$ cat src/hw/rtl/ctls_pkg.sv
// Package: shared types, constants and command codes for the contingency table link select block.
package ctls_pkg;

    localparam int ID_W      = 5;
    localparam int PCT_W     = 7;
    localparam int TOTAL_W   = 24;
    localparam int CMD_W     = 2;
    localparam int CFG_IDX_W = 1;
    localparam logic [PCT_W-1:0] PCT_MAX = PCT_W'(100);

    localparam int MAX_CLUSTERS_DEF   = 32;
    localparam int COUNT_WIDTH_DEF    = 16;
    localparam int FIRST_REPORTED_DEF = 1;

    localparam logic [CMD_W-1:0] CMD_ADD   = 2'd0;
    localparam logic [CMD_W-1:0] CMD_FWD   = 2'd1;
    localparam logic [CMD_W-1:0] CMD_REV   = 2'd2;
    localparam logic [CMD_W-1:0] CMD_CLEAR = 2'd3;

    localparam logic [CFG_IDX_W-1:0] CFG_BEST_ONLY   = 1'b0;
    localparam logic [CFG_IDX_W-1:0] CFG_MIN_PERCENT = 1'b1;

    typedef struct packed {
        logic [CMD_W-1:0] command;
        logic [ID_W-1:0]  first_id;
        logic [ID_W-1:0]  second_id;
        logic [ID_W-1:0]  query_id;
    } item_t;

    typedef struct packed {
        logic [ID_W-1:0]  linked_id;
        logic [PCT_W-1:0] link_percent;
        logic             link_valid;
        logic             last_link;
    } result_t;

endpackage

$ cat src/hw/rtl/ctls_pct_unit.sv
// Iterative row percentage: floor(count*100/total), 0 for a zero total, clamped to 100, one quotient bit a cycle.
module ctls_pct_unit #(
    parameter int COUNT_WIDTH = ctls_pkg::COUNT_WIDTH_DEF
) (
    input  logic                               clk,
    input  logic                               rst_n,
    input  logic                               start,
    input  logic [COUNT_WIDTH-1:0]             count,
    input  logic [ctls_pkg::TOTAL_W-1:0]       total,
    output logic                               done,
    output logic [ctls_pkg::PCT_W-1:0]         pct
);

    localparam int NW = COUNT_WIDTH + 7;
    localparam int PW = (NW > ctls_pkg::TOTAL_W + 7) ? NW : ctls_pkg::TOTAL_W + 7;

    typedef enum logic [1:0] {P_IDLE, P_CHK, P_DIV} pstate_t;

    pstate_t                      state_reg;
    logic [PW-1:0]                rem_reg;
    logic [ctls_pkg::TOTAL_W-1:0] tot_reg;
    logic [2:0]                   bit_reg;
    logic [ctls_pkg::PCT_W-1:0]   quo_reg;
    logic                         done_reg;
    logic [ctls_pkg::PCT_W-1:0]   pct_reg;

    logic [PW-1:0]              cnt_ext;
    logic [PW-1:0]              num;
    logic [PW-1:0]              tot_ext;
    logic [PW-1:0]              div_sub;
    logic                       div_fit;
    logic [ctls_pkg::PCT_W-1:0] quo_next;

    always_comb
    begin
        cnt_ext  = PW'(count);
        num      = (cnt_ext << 6) + (cnt_ext << 5) + (cnt_ext << 2);
        tot_ext  = PW'(tot_reg);
        div_sub  = tot_ext << bit_reg;
        div_fit  = (rem_reg >= div_sub);
        quo_next = quo_reg;
        if (div_fit)
        begin
            quo_next[bit_reg] = 1'b1;
        end
    end

    always_ff @(posedge clk or negedge rst_n)
    begin
        if (!rst_n)
        begin
            state_reg <= P_IDLE;
            done_reg  <= 1'b0;
            rem_reg   <= '0;
            tot_reg   <= '0;
            bit_reg   <= '0;
            quo_reg   <= '0;
            pct_reg   <= '0;
        end
        else
        begin
            done_reg <= 1'b0;
            unique case (state_reg)
                P_IDLE:
                begin
                    if (start)
                    begin
                        rem_reg   <= num;
                        tot_reg   <= total;
                        state_reg <= P_CHK;
                    end
                end
                P_CHK:
                begin
                    // Zero total reads as zero; a quotient of 128 or more clamps.
                    if (tot_reg == '0)
                    begin
                        pct_reg   <= '0;
                        done_reg  <= 1'b1;
                        state_reg <= P_IDLE;
                    end
                    else if (rem_reg >= (tot_ext << 7))
                    begin
                        pct_reg   <= ctls_pkg::PCT_MAX;
                        done_reg  <= 1'b1;
                        state_reg <= P_IDLE;
                    end
                    else
                    begin
                        bit_reg   <= 3'd6;
                        quo_reg   <= '0;
                        state_reg <= P_DIV;
                    end
                end
                P_DIV:
                begin
                    if (div_fit)
                    begin
                        rem_reg <= rem_reg - div_sub;
                    end
                    quo_reg <= quo_next;
                    if (bit_reg == 3'd0)
                    begin
                        pct_reg   <= (quo_next > ctls_pkg::PCT_MAX) ? ctls_pkg::PCT_MAX
                                                                     : quo_next;
                        done_reg  <= 1'b1;
                        state_reg <= P_IDLE;
                    end
                    else
                    begin
                        bit_reg <= bit_reg - 3'd1;
                    end
                end
                default:
                begin
                    state_reg <= P_IDLE;
                end
            endcase
        end
    end

    assign done = done_reg;
    assign pct  = pct_reg;

endmodule
$ cat config.mk
export PLATFORM = sky130hd
export DESIGN_NAME = ctls_pct_unit
export DESIGN_NICKNAME = d
export VERILOG_FILES = /design/src/hw/rtl/ctls_pkg.sv /design/src/hw/rtl/ctls_pct_unit.sv
export SDC_FILE = /design/constraint.sdc
export NUM_CORES = 1
export LEC_CHECK = 0
export BUFFER_PORTS_ARGS = -buffer_cell sky130_fd_sc_hd__buf_2
export CELL_PAD_IN_SITES_DETAIL_PLACEMENT = 0
export CELL_PAD_IN_SITES_GLOBAL_PLACEMENT = 1
export CORE_MARGIN = 5
export CORE_UTILIZATION = 52
export DETAILED_ROUTE_END_ITERATION = 7
export PLACE_DENSITY = 0.87
export RECOVER_POWER = 50
export SETUP_SLACK_MARGIN = 0.3
export SLEW_MARGIN = 15
export SYNTH_ARGS = -nofsm -noshare
export SYNTH_HDL_FRONTEND = slang
export SYNTH_SLANG_ARGS = --single-unit
$ cat constraint.sdc
create_clock -name clk -period 10.82 [get_ports clk]
set_input_delay 3.246 -clock clk [delete_from_list [all_inputs] [get_ports clk]]
set_output_delay 3.246 -clock clk [all_outputs]
set_load 0.1 [all_outputs]
# Word level (Yosys, flattened, before mapping)
# Cells that the tools add are included.
# totals
register_bits,75
in_bits,43
wordCells,66
# classes
add_sub_neg,4
order_cmp,5
eq_ne,9
shifts,1
n_mux,27
bitwise_logic,1
reduce_logical,12
# op_table
operator,count
greater-or-equal comparator 31 bit,2
2-to-1 mux 31 bit,2
case mux 31 bit (2 select lines),1
2-to-1 mux 7 bit,7
<< shifter 24 x 3 -> 31 bit,1
subtractor 31 bit,1
case mux 7 bit (2 select lines),2
adder 23 x 18 -> 24 bit,1
zero test 24 bit,1
adder 22 x 21 -> 23 bit,1
!= test 2 bit (second input constant),6
2-to-1 mux 3 bit,3
AND reduction 3 bit,3
2-to-1 mux 2 bit,4
> comparator 7 bit (second input constant),1
OR 7 bit,1
case mux 2 bit (3 select lines),1
case mux 3 bit (2 select lines),1
< comparator 3 x 4 -> 1 bit (second input constant),1
2-to-1 mux 1 bit,4
AND reduction 2 bit,2
AND reduction 4 bit,1
nonzero test 2 bit,2
demux 1 bit (select 3 bit),1
9 further kinds,9

# Logic depth before layout (Yosys ltp)
# Gate-level depths: netlist of the first run.
# logic_depth
depth_word,10
mapped_depth,18
depth_no_buf,15

# Worst setup path after synthesis of the first run
# No wires, ideal clock.
# synth_path
kind,input port to flip-flop
startpoint,in count[0]
endpoint,reg rem_reg[22]
arrival_ns,5.649
t_required_ns,10.692
slack_ns,5.044
cell_stages,13
n_path_buf,0
cell_sequence,fa_1 ha_1 inv_1 fa_1 nor2b_1 o31a_1 o21ai_0 a211oi_1 o21ai_0 a21oi_1 a211oi_1 a21oi_1 mux2_1
# synth_between
elab_chain_cells,4
# synth_rtl
item,line,source
start: declaration,ctls_pct_unit.sv:8,"input logic [COUNT_WIDTH-1:0] count,"
adder 22 x 21 -> 23 bit,ctls_pct_unit.sv:37,num = (cnt_ext << 6) + (cnt_ext << 5) + (cnt_ext << 2);
adder 23 x 18 -> 24 bit (*),ctls_pct_unit.sv:37,
2-to-1 mux 31 bit (*),ctls_pct_unit.sv:66,if (start)
case mux 31 bit (2 select lines) (*),ctls_pct_unit.sv:63,unique case (state_reg)
end signal: assignment,ctls_pct_unit.sv:68,rem_reg <= num;
end signal: assignment,ctls_pct_unit.sv:99,rem_reg <= rem_reg - div_sub;
end: declaration,ctls_pct_unit.sv:20,logic [PW-1:0] rem_reg;
# Mark *: on every way between the ends. The rest lies on a longest branch, timed or not. The select of a mux whose other input is x is not followed.
# A chain may end at the register's enable or synchronous reset.

==> results of run 1 <==
[path summary, 6_finish.rpt]
kind	cells after the start	start	endpoint	slack, ns
setup / recovery	1	rst_n	rem_reg[29]	4.09
hold / removal	2	pct[0]	pct[0]	0.47
setup reg to reg	16	bit_reg[1]	rem_reg[29]	5.57
hold reg to reg	2	pct[0]	pct[0]	0.47
max in group clk	14	count[0]	rem_reg[22]	4.93
min in group asynchronous	1	rst_n	rem_reg[27]	4.34
[cells in the final DEF, fill, tap and decap left out, types with 5 or more instances in the layout]
cell / netlist / routed
a21oi_1: 73 / 73
o21ai_1: 9 / 9
o21ai_0: 42 / 42
a21o_1: 21 / 21
nand2b_1: 5 / 5
buf_2: 6 / 48
xor2_1: 12 / 12
a31oi_1: 13 / 13
nand4_1: 11 / 11
nor2_1: 58 / 58
o21a_1: 9 / 9
nand2_1: 59 / 59
o31ai_1: 5 / 5
mux2i_1: 32 / 32
nor2b_1: 7 / 7
buf_4: 1 / 5
a211oi_1: 8 / 8
and3_1: 8 / 8
or3_1: 5 / 5
clkbuf_16: 0 / 9
nor3_1: 17 / 18
ha_1: 81 / 80
mux4_2: 14 / 14
xnor2_1: 21 / 21
nor4_1: 11 / 12
dfrtp_1: 75 / 75
fa_1: 14 / 14
nand3_1: 21 / 21
inv_1: 55 / 55
mux2_2: 25 / 25
[layout make-up]
cell class,instances,area share
repair buffers,55,0.0352
well taps,180,0.0278
clock buffers,10,0.0295
flip-flops and latches,75,0.232
multi-input cells,664,0.640
clock inverters,4,0.00942
inverters,56,0.0259
[routing by layer]
metal	vias to the layer above	GRT usage	part of all wire
met3	29	0.0405	0.055
li1	3125	-	-
met5	-	0	0
met2	218	0.407	0.48
met1	3140	0.325	0.44
met4	0	0.0709	0.022
[cell families after synthesis]
logic type / count (synthesis)
muxes: 73
xor gates and xnor gates: 33
and+or+nand+nor: 221
AOI/OAI and AO/OA: 242
adders and majority gates: 95
buffers and inverters: 90
DFF: 75
[metrics by stage]
step                       util  std cells  hold slack [ns]  cell area, um2  setup WS [ns]
after floorplan               -        829            0.466            7460           5.04
after global placement    0.560       1030            0.460            7840           4.65
after detailed placement  0.560       1030            0.471            7840           4.56
after CTS                 0.583       1044            0.483            8150           4.92
after global routing      0.579       1044            0.498            8100           3.14
final                     0.579       1044            0.473            8100           4.09
==> metrics.yaml, run 1 <==
floorplan:
  core_region_area_um2: 14000
  io_pins: 51
  die-area_um2: 16800
  die_h_um: 130
  start_util: 0.533
  die_w_um: 130
  rows: 43
critical_path:
  worstPathMaxFanout: 75
  path_buf_inv: 1
  path_delay_family: "buffers and inverters"
  cp_data_arrival_time_ns: 6.21
  crit_chain: "clkbuf_1"
  endpoint_kind: "async pin"
  setup.worst_path.start_class: "input port"
  critPathKind: "in -> async"
  slowest_stage: "clkbuf_1"
  critPathRequiredTime_ns: 10.30
  max_stage_delay_ns: 2.84
sta:
  finClkSkew_ns: 0.00724
  tightestPinTransition_ns: 4.16
  rsz0062_at_grt: "false"
  slew-limit-headroom: -1.77
  finalSetupViolCount: 0
  finalCritPeriodShare: 0.622
  final.setup.tns_ns: 0
  hold_violations: 0
  fmax_ghz: 0.148
  maxSlewViolCount: 76
  fin_crit_ns: 6.73
clock_tree:
  cts_hold_buf: 0
  cts_resized: 0
  cts_setup_buffers: 0
  cts_tree: "built"
  clk_latency_ns: 0.35
  root_buffer: "clkbuf_16"
  cts_sinks: 75
  path_clk_slew_ns: 0.05
  cts-buffers-inserted: 9
  cts_buffer_depth: 2
  htreeDepth: 3
finish:
  final_nets: 999
  area.growth.synth_to_final_pct: 8.57
  largest_reg_flops: 31
  layout-drive-gt1-share: 0.147
  nFillCells: 1294
  regArea_um2: 1880
  multi_input_area_um2: 5190
  antenna_cells: 0
yosys:
  synth_top_area_frac: 0.252
  synth_xor_area_frac: 0.0387
  async_flop_share: 1.00
  yosys_warnings: 0
  synth_nets: 967
  yosysTopAreaCell: "dfrtp_1"
  yosys.area_share.simple: 0.147
  synth_compound_area_frac: 0.215
  synth_cell_type_count: 78
  synth_cells: 829
  ys_seq_area_frac: 0.252
  synth_area_um2: 7460
  synth-edff-count: 0
  ys.flop_type: "dfrtp_1"
  synth_mux_area_frac: 0.126
  synthAdderAreaFrac: 0.173
  synth_most_common_cell: "ha_1"
  syn_avg_cell_area_um2: 9.00
  ys_top_cells_by_count: "ha_1, dfrtp_1, a21oi_1, nand2_1, nor2_1"
  synthTopCellsByArea: "dfrtp_1, ha_1, a21oi_1"
  synth_seq_cells: 75
  synth_top_family_by_area: "compound AO/OA/AOI/OAI gates"
run:
  maxCapViolCount: 1
route:
  vias_per_cell: 6.24
  routed_wl_mm: 19.8
  drtIter0Drc: 686
  dr.pass1.iters: 5
  drc: 0
  final_antenna_net_count: 0
  routedWlPerCell_um: 19.0
  vias: 6512
placed_design:
  place.gp.congestion: 0.911
  hpwl_mm: 15.3
  io_buffers: 50
run_status:
  status: "finished with violations"
  violations: "capacitance limit, slew limit"
grt:
  first_global_vias: 6440
  grt_max_degree: 76
  grt_use_total: 0.243
  antenna_found_initial: 0
  overflow: 0
  grt_pass1_wl_mm: 32.7
min_path:
  hold_class: "reg -> reg"
Power of run 1 is not shown: default switching activity piles up to over one toggle a cycle in this logic, so the estimate is an artifact.
==> run 2: changes to the inputs <==
--- a/config.mk
+++ b/config.mk
@@ -9,9 +9,9 @@
 export CELL_PAD_IN_SITES_DETAIL_PLACEMENT = 0
 export CELL_PAD_IN_SITES_GLOBAL_PLACEMENT = 1
 export CORE_MARGIN = 5
-export CORE_UTILIZATION = 52
+export CORE_UTILIZATION = 48
 export DETAILED_ROUTE_END_ITERATION = 7
-export PLACE_DENSITY = 0.87
+export PLACE_DENSITY = 0.82
 export RECOVER_POWER = 50
 export SETUP_SLACK_MARGIN = 0.3
 export SLEW_MARGIN = 15
==> constraint.sdc (replaced) <==
create_clock -name clk -period 6.9 [get_ports clk]
set_input_delay 2.07 -clock clk [delete_from_list [all_inputs] [get_ports clk]]
set_output_delay 2.07 -clock clk [all_outputs]
set_load 0.1 [all_outputs]
==> run 2 against run 1 <==
Compared with the run above: the flow still finishes with violations (capacitance limit, slew limit); core utilization down 4.1 points; sequential share of layout area fell by 0.22 points; worst hold slack gained 0.011 ns; routed wire length rose by 2.8%; design area up 0.94%; critical path depth grew 13; die area rose by 7.7%; non-clock buffer count grew 2; final cell count grew 1.1%; first-iteration DRC count decreased by 26%; via count up 0.28%; highest routed layer unchanged.
==> metrics.yaml, run 2 (same netlist as run 1, synthesis figures left out) <==
grt:
  grt_pass1_wl_mm: 33.5
  overflow: 0
  grt_max_degree: 76
  antenna_found_initial: 0
  first_global_vias: 6350
  grt_use_total: 0.230
critical_path:
  cp-endpoint: "rem_reg[29]"
  endpoint_kind: "flop"
  cp_data_arrival_time_ns: 5.27
  critPathRequiredTime_ns: 7.15
  critPathKind: "reg -> reg"
  reg2reg_depth: 14
  worstPathMaxFanout: 56
  regToRegSetupSlack_ns: 1.88
  timing.rr.end: "rem_reg[29]"
  setup.worst_path.start_class: "flop"
  rr_startpoint: "bit_reg[1]"
  critical_path.startpoint: "bit_reg[1]"
sta:
  hold_violations: 0
  fin_crit_ns: 5.02
  tightestPinTransition_ns: 1.51
  finClkSkew_ns: 0.00652
  finalCritPeriodShare: 0.727
  fmax_ghz: 0.199
  rsz0062_at_grt: "false"
  maxSlewViolCount: 26
  finalSetupViolCount: 0
  final.setup.tns_ns: 0
  slew-limit-headroom: -0.00595
placed_design:
  place.gp.congestion: 0.923
  hpwl_mm: 16.0
  io_buffers: 50
route:
  drtIter0Drc: 509
  vias: 6530
  vias_per_cell: 6.18
  routedWlPerCell_um: 19.3
  dr.pass1.iters: 5
  final_antenna_net_count: 0
  routed_wl_mm: 20.4
  drc: 0
floorplan:
  rows: 45
  io_pins: 51
  core_region_area_um2: 15200
  die_h_um: 135
  die-area_um2: 18100
  die_w_um: 135
  start_util: 0.491
clock_tree:
  cts_tree: "built"
  cts_resized: 0
  cts_sinks: 75
  cts_setup_buffers: 0
  htreeDepth: 3
  path_clk_slew_ns: 0.06
  clk_latency_ns: 0.35
  root_buffer: "clkbuf_16"
  cts_buffer_depth: 2
  cts-buffers-inserted: 9
  cts_hold_buf: 0
finish:
  postLayoutCoreUtil: 0.538
  layout-drive-gt1-share: 0.157
  final_nets: 1001
  largest_reg_flops: 31
  antenna_cells: 0
  final_common_cell: "ha_1"
  layout_common_cells: "ha_1, dfrtp_1, a21oi_1, nand2_1, nor2_1"
  area.growth.synth_to_final_pct: 9.59
min_path:
  hold_class: "reg -> reg"
  hold_depth: 2
run_status:
  violations: "capacitance limit, slew limit"
  status: "finished with violations"
run:
  maxCapViolCount: 1
## run 2: changes by cell type in the layout (fill, tap and decap cells not counted), sizes merged
cell      change
clkinvlp      +1
inv           +1
clkinv        -1
clkbuf        +1
buf           +2
## run 2: routing by layer
metal  track usage  routed length, um  vias up
li1              -                  -     3142
met1         0.319               9340     3158
met2         0.379               9640      204
met3        0.0335               1070       26
met4        0.0560                330        0
met5             0                  0        -
## run 2: critical path: stages, from the launching register on
cell	delay (ns)
dfrtp_1	1.02
inv_1	0.37
o31ai_1	0.41
mux2i_1	0.17
ha_1	0.39
and2_2	0.25
nand3_1	0.19
nor4_1	0.41
a41oi_1	0.22
o211ai_1	0.18
a31oi_4	0.14
a21oi_4	0.19
buf_4	0.49
nand2_1	0.14
o32ai_1	0.30
## run 2: final cells by class
cell class | instances | area (um2)
clock inverters | 5 | 83.8
clock buffers | 11 | 253
flip-flops and latches | 75 | 1880
inverters | 56 | 210
repair buffers | 57 | 300
fillers | 1411 | 7020
well taps | 188 | 235
multi-input cells | 664 | 5220
## run 2: stage by stage
step / worst slack [ns] / instance area, um2 / instances / hold slack [ns]
after floorplan: 2.30 / 7460 / 829 / 0.466
after global placement: 1.92 / 7860 / 1040 / 0.458
after detailed placement: 1.83 / 7860 / 1040 / 0.472
after CTS: 1.96 / 8200 / 1056 / 0.485
after global routing: 1.55 / 8180 / 1056 / 0.514
final: 1.88 / 8180 / 1056 / 0.485
## run 2: worst min path at each step
stage               startpoint          to
floorplan           quo_reg[5]  quo_reg[5]
global placement        pct[1]      pct[1]
detailed placement      pct[1]      pct[1]
CTS                     pct[1]      pct[1]
global route            pct[3]      pct[3]
finish                  pct[1]      pct[1]
Power of run 2 is left out for the same reason.
==> run 3: changes to the inputs <==
--- a/config.mk
+++ b/config.mk
@@ -9,9 +9,9 @@
 export CELL_PAD_IN_SITES_DETAIL_PLACEMENT = 0
 export CELL_PAD_IN_SITES_GLOBAL_PLACEMENT = 1
 export CORE_MARGIN = 5
-export CORE_UTILIZATION = 48
+export CORE_UTILIZATION = 44
 export DETAILED_ROUTE_END_ITERATION = 7
-export PLACE_DENSITY = 0.82
+export PLACE_DENSITY = 0.79
 export RECOVER_POWER = 50
 export SETUP_SLACK_MARGIN = 0.3
 export SLEW_MARGIN = 15
==> constraint.sdc (replaced) <==
create_clock -name clk -period 4.02 [get_ports clk]
set_input_delay 1.206 -clock clk [delete_from_list [all_inputs] [get_ports clk]]
set_output_delay 1.206 -clock clk [all_outputs]
set_load 0.1 [all_outputs]
==> run 3 against run 2 <==
Compared with the run above: the flow still finishes with violations (capacitance limit, slew limit); non-clock buffer count rose by 57; fmax rose by 37%; clock-buffer cell count did not move; via count rose by 0.83%; flip-flop and latch count did not move; critical endpoint is now rem_reg[2]; highest routed layer unchanged.
==> metrics.yaml, run 3 (same netlist as run 1, synthesis figures left out) <==
finish:
  final_nets: 1058
  layout-drive-gt1-share: 0.258
  instances_no_fill: 1145
  final_area_um2: 8970
  largest_reg_flops: 31
  final_common_cell: "ha_1"
  antenna_cells: 0
  area.growth.synth_to_final_pct: 20.2
  layout_common_cells: "ha_1, dfrtp_1, a21oi_1, nand2_1, nor2_1"
grt:
  grt_use_total: 0.208
  first_global_vias: 6366
  overflow: 0
  antenna_found_initial: 0
  grt_pass1_wl_mm: 33.6
  grt_max_degree: 76
sta:
  fmax_ghz: 0.273
  finClkSkew_ns: 0.00649
  fin_crit_ns: 3.66
  hold_violations: 0
  finalCritPeriodShare: 0.911
  rsz0062_at_grt: "true"
  slew-limit-headroom: -0.0480
  finalSetupViolCount: 0
  worst_slack_ns: 0.359
  maxSlewViolCount: 60
  tightestPinTransition_ns: 1.57
placed_design:
  hpwl_mm: 15.8
  io_buffers: 50
  place_area_um2: 8230
  place.gp.congestion: 0.869
  dp.cells: 1113
  place_ws_ns: -0.0416
route:
  dr.pass1.iters: 5
  drtIter0Drc: 376
  vias_per_cell: 5.75
  vias: 6584
  final_antenna_net_count: 0
  drc: 0
  routedWlPerCell_um: 18.0
  routed_wl_mm: 20.6
critical_path:
  critPathRequiredTime_ns: 4.25
  timing.rr.end: "rem_reg[2]"
  rr_startpoint: "bit_reg[1]"
  slowest_stage: "mux4_2"
  critPathKind: "reg -> reg"
  worstPathMaxFanout: 18
  endpoint_kind: "flop"
  reg2reg_depth: 13
  max_stage_delay_ns: 0.55
  cp_data_arrival_time_ns: 3.89
  crit_chain: "buf_6, mux4_2, mux2i_2, ha_1, a21oi_2, o21ai_2, a21bo_2, or3_1, o22a_2, a31oi_4, a21oi_4, buf_4, mux2_1"
  setup.worst_path.start_class: "flop"
  regToRegSetupSlack_ns: 0.36
run:
  maxCapViolCount: 1
clock_tree:
  cts-buffers-inserted: 9
  root_buffer: "clkbuf_16"
  htreeDepth: 3
  cts_buffer_depth: 2
  cts_sinks: 75
  path_clk_slew_ns: 0.06
  clk_latency_ns: 0.35
  cts_tree: "built"
floorplan:
  die_w_um: 140
  core_region_area_um2: 16600
  die-area_um2: 19700
  die_h_um: 140
  rows: 47
  io_pins: 51
  start_util: 0.450
run_status:
  status: "finished with violations"
  violations: "capacitance limit, slew limit"
min_path:
  hold_class: "reg -> reg"
  hold_end: "pct[0]"
  hp-start: "pct[0]"
  hold_depth: 2
[run 3: changes by cell type in the layout (fill, tap and decap cells not counted), sizes merged]
cell and change:
bufbuf +1, buf +53, clkbuf +3, clkinvlp -1
bufinv -1, clkinv +4, inv -2
[run 3: metal layers]
layer	up-vias	routed length, um	track usage
li1	3243	-	-
met5	-	0	0
met2	118	10300	0.354
met1	3210	9430	0.286
met3	13	678	0.0324
met4	0	176	0.0347
[run 3: worst max-delay path, delay by kind of cell, from the launching register on]
| kind | cells | cell delay [ns] |
|---|---|---|
| adders and majority gates | 1 | 0.29 |
| DFF | 1 | 0.45 |
| buffers and inverters | 2 | 0.35 |
| muxes | 3 | 1.08 |
| AOI/OAI and AO/OA | 6 | 1.07 |
| and+or+nand+nor | 1 | 0.30 |
[run 3: worst max path at each step]
| stage | from | end | slack (ns) | cells past startpoint |
|---|---|---|---|---|
| floorplan | bit_reg[1] | rem_reg[27] | 0.30 | 14 |
| global placement | count[1] | rem_reg[22] | 0.04 | 14 |
| detailed placement | count[0] | rem_reg[22] | -0.04 | 14 |
| CTS | bit_reg[0] | rem_reg[29] | 0.27 | 15 |
| global route | bit_reg[0] | rem_reg[2] | 0.23 | 16 |
| finish | bit_reg[1] | rem_reg[2] | 0.36 | 13 |
[run 3: through the flow]
stage	hold WS (ns)	TNS (ns)	utilization
after floorplan	0.466	0	-
after global placement	0.461	0	0.497
after detailed placement	0.465	-0.0416	0.497
after CTS	0.479	0	0.520
after global routing	0.509	0	0.541
final	0.476	0	0.541
[run 3: cell type report]
class	count	area, um2
clock inverter	5	53.8
clock buffer	11	233
timing repair buffer	114	812
inverter	56	214
fill	1574	7610
sequential	75	1880
multi-input combinational	664	5500
tap	220	275
[run 3: timing repair]
action | 4_1_cts | 5_1_grt
buffers inserted | 1 | 12
gates resized for setup | 14 | 54
cloned | 1 | 1
hold buffers | 0 | 0
endpoints found under the setup margin | 23 | 43
pin swaps | 1 | 23
Power of run 3 is left out for the same reason.
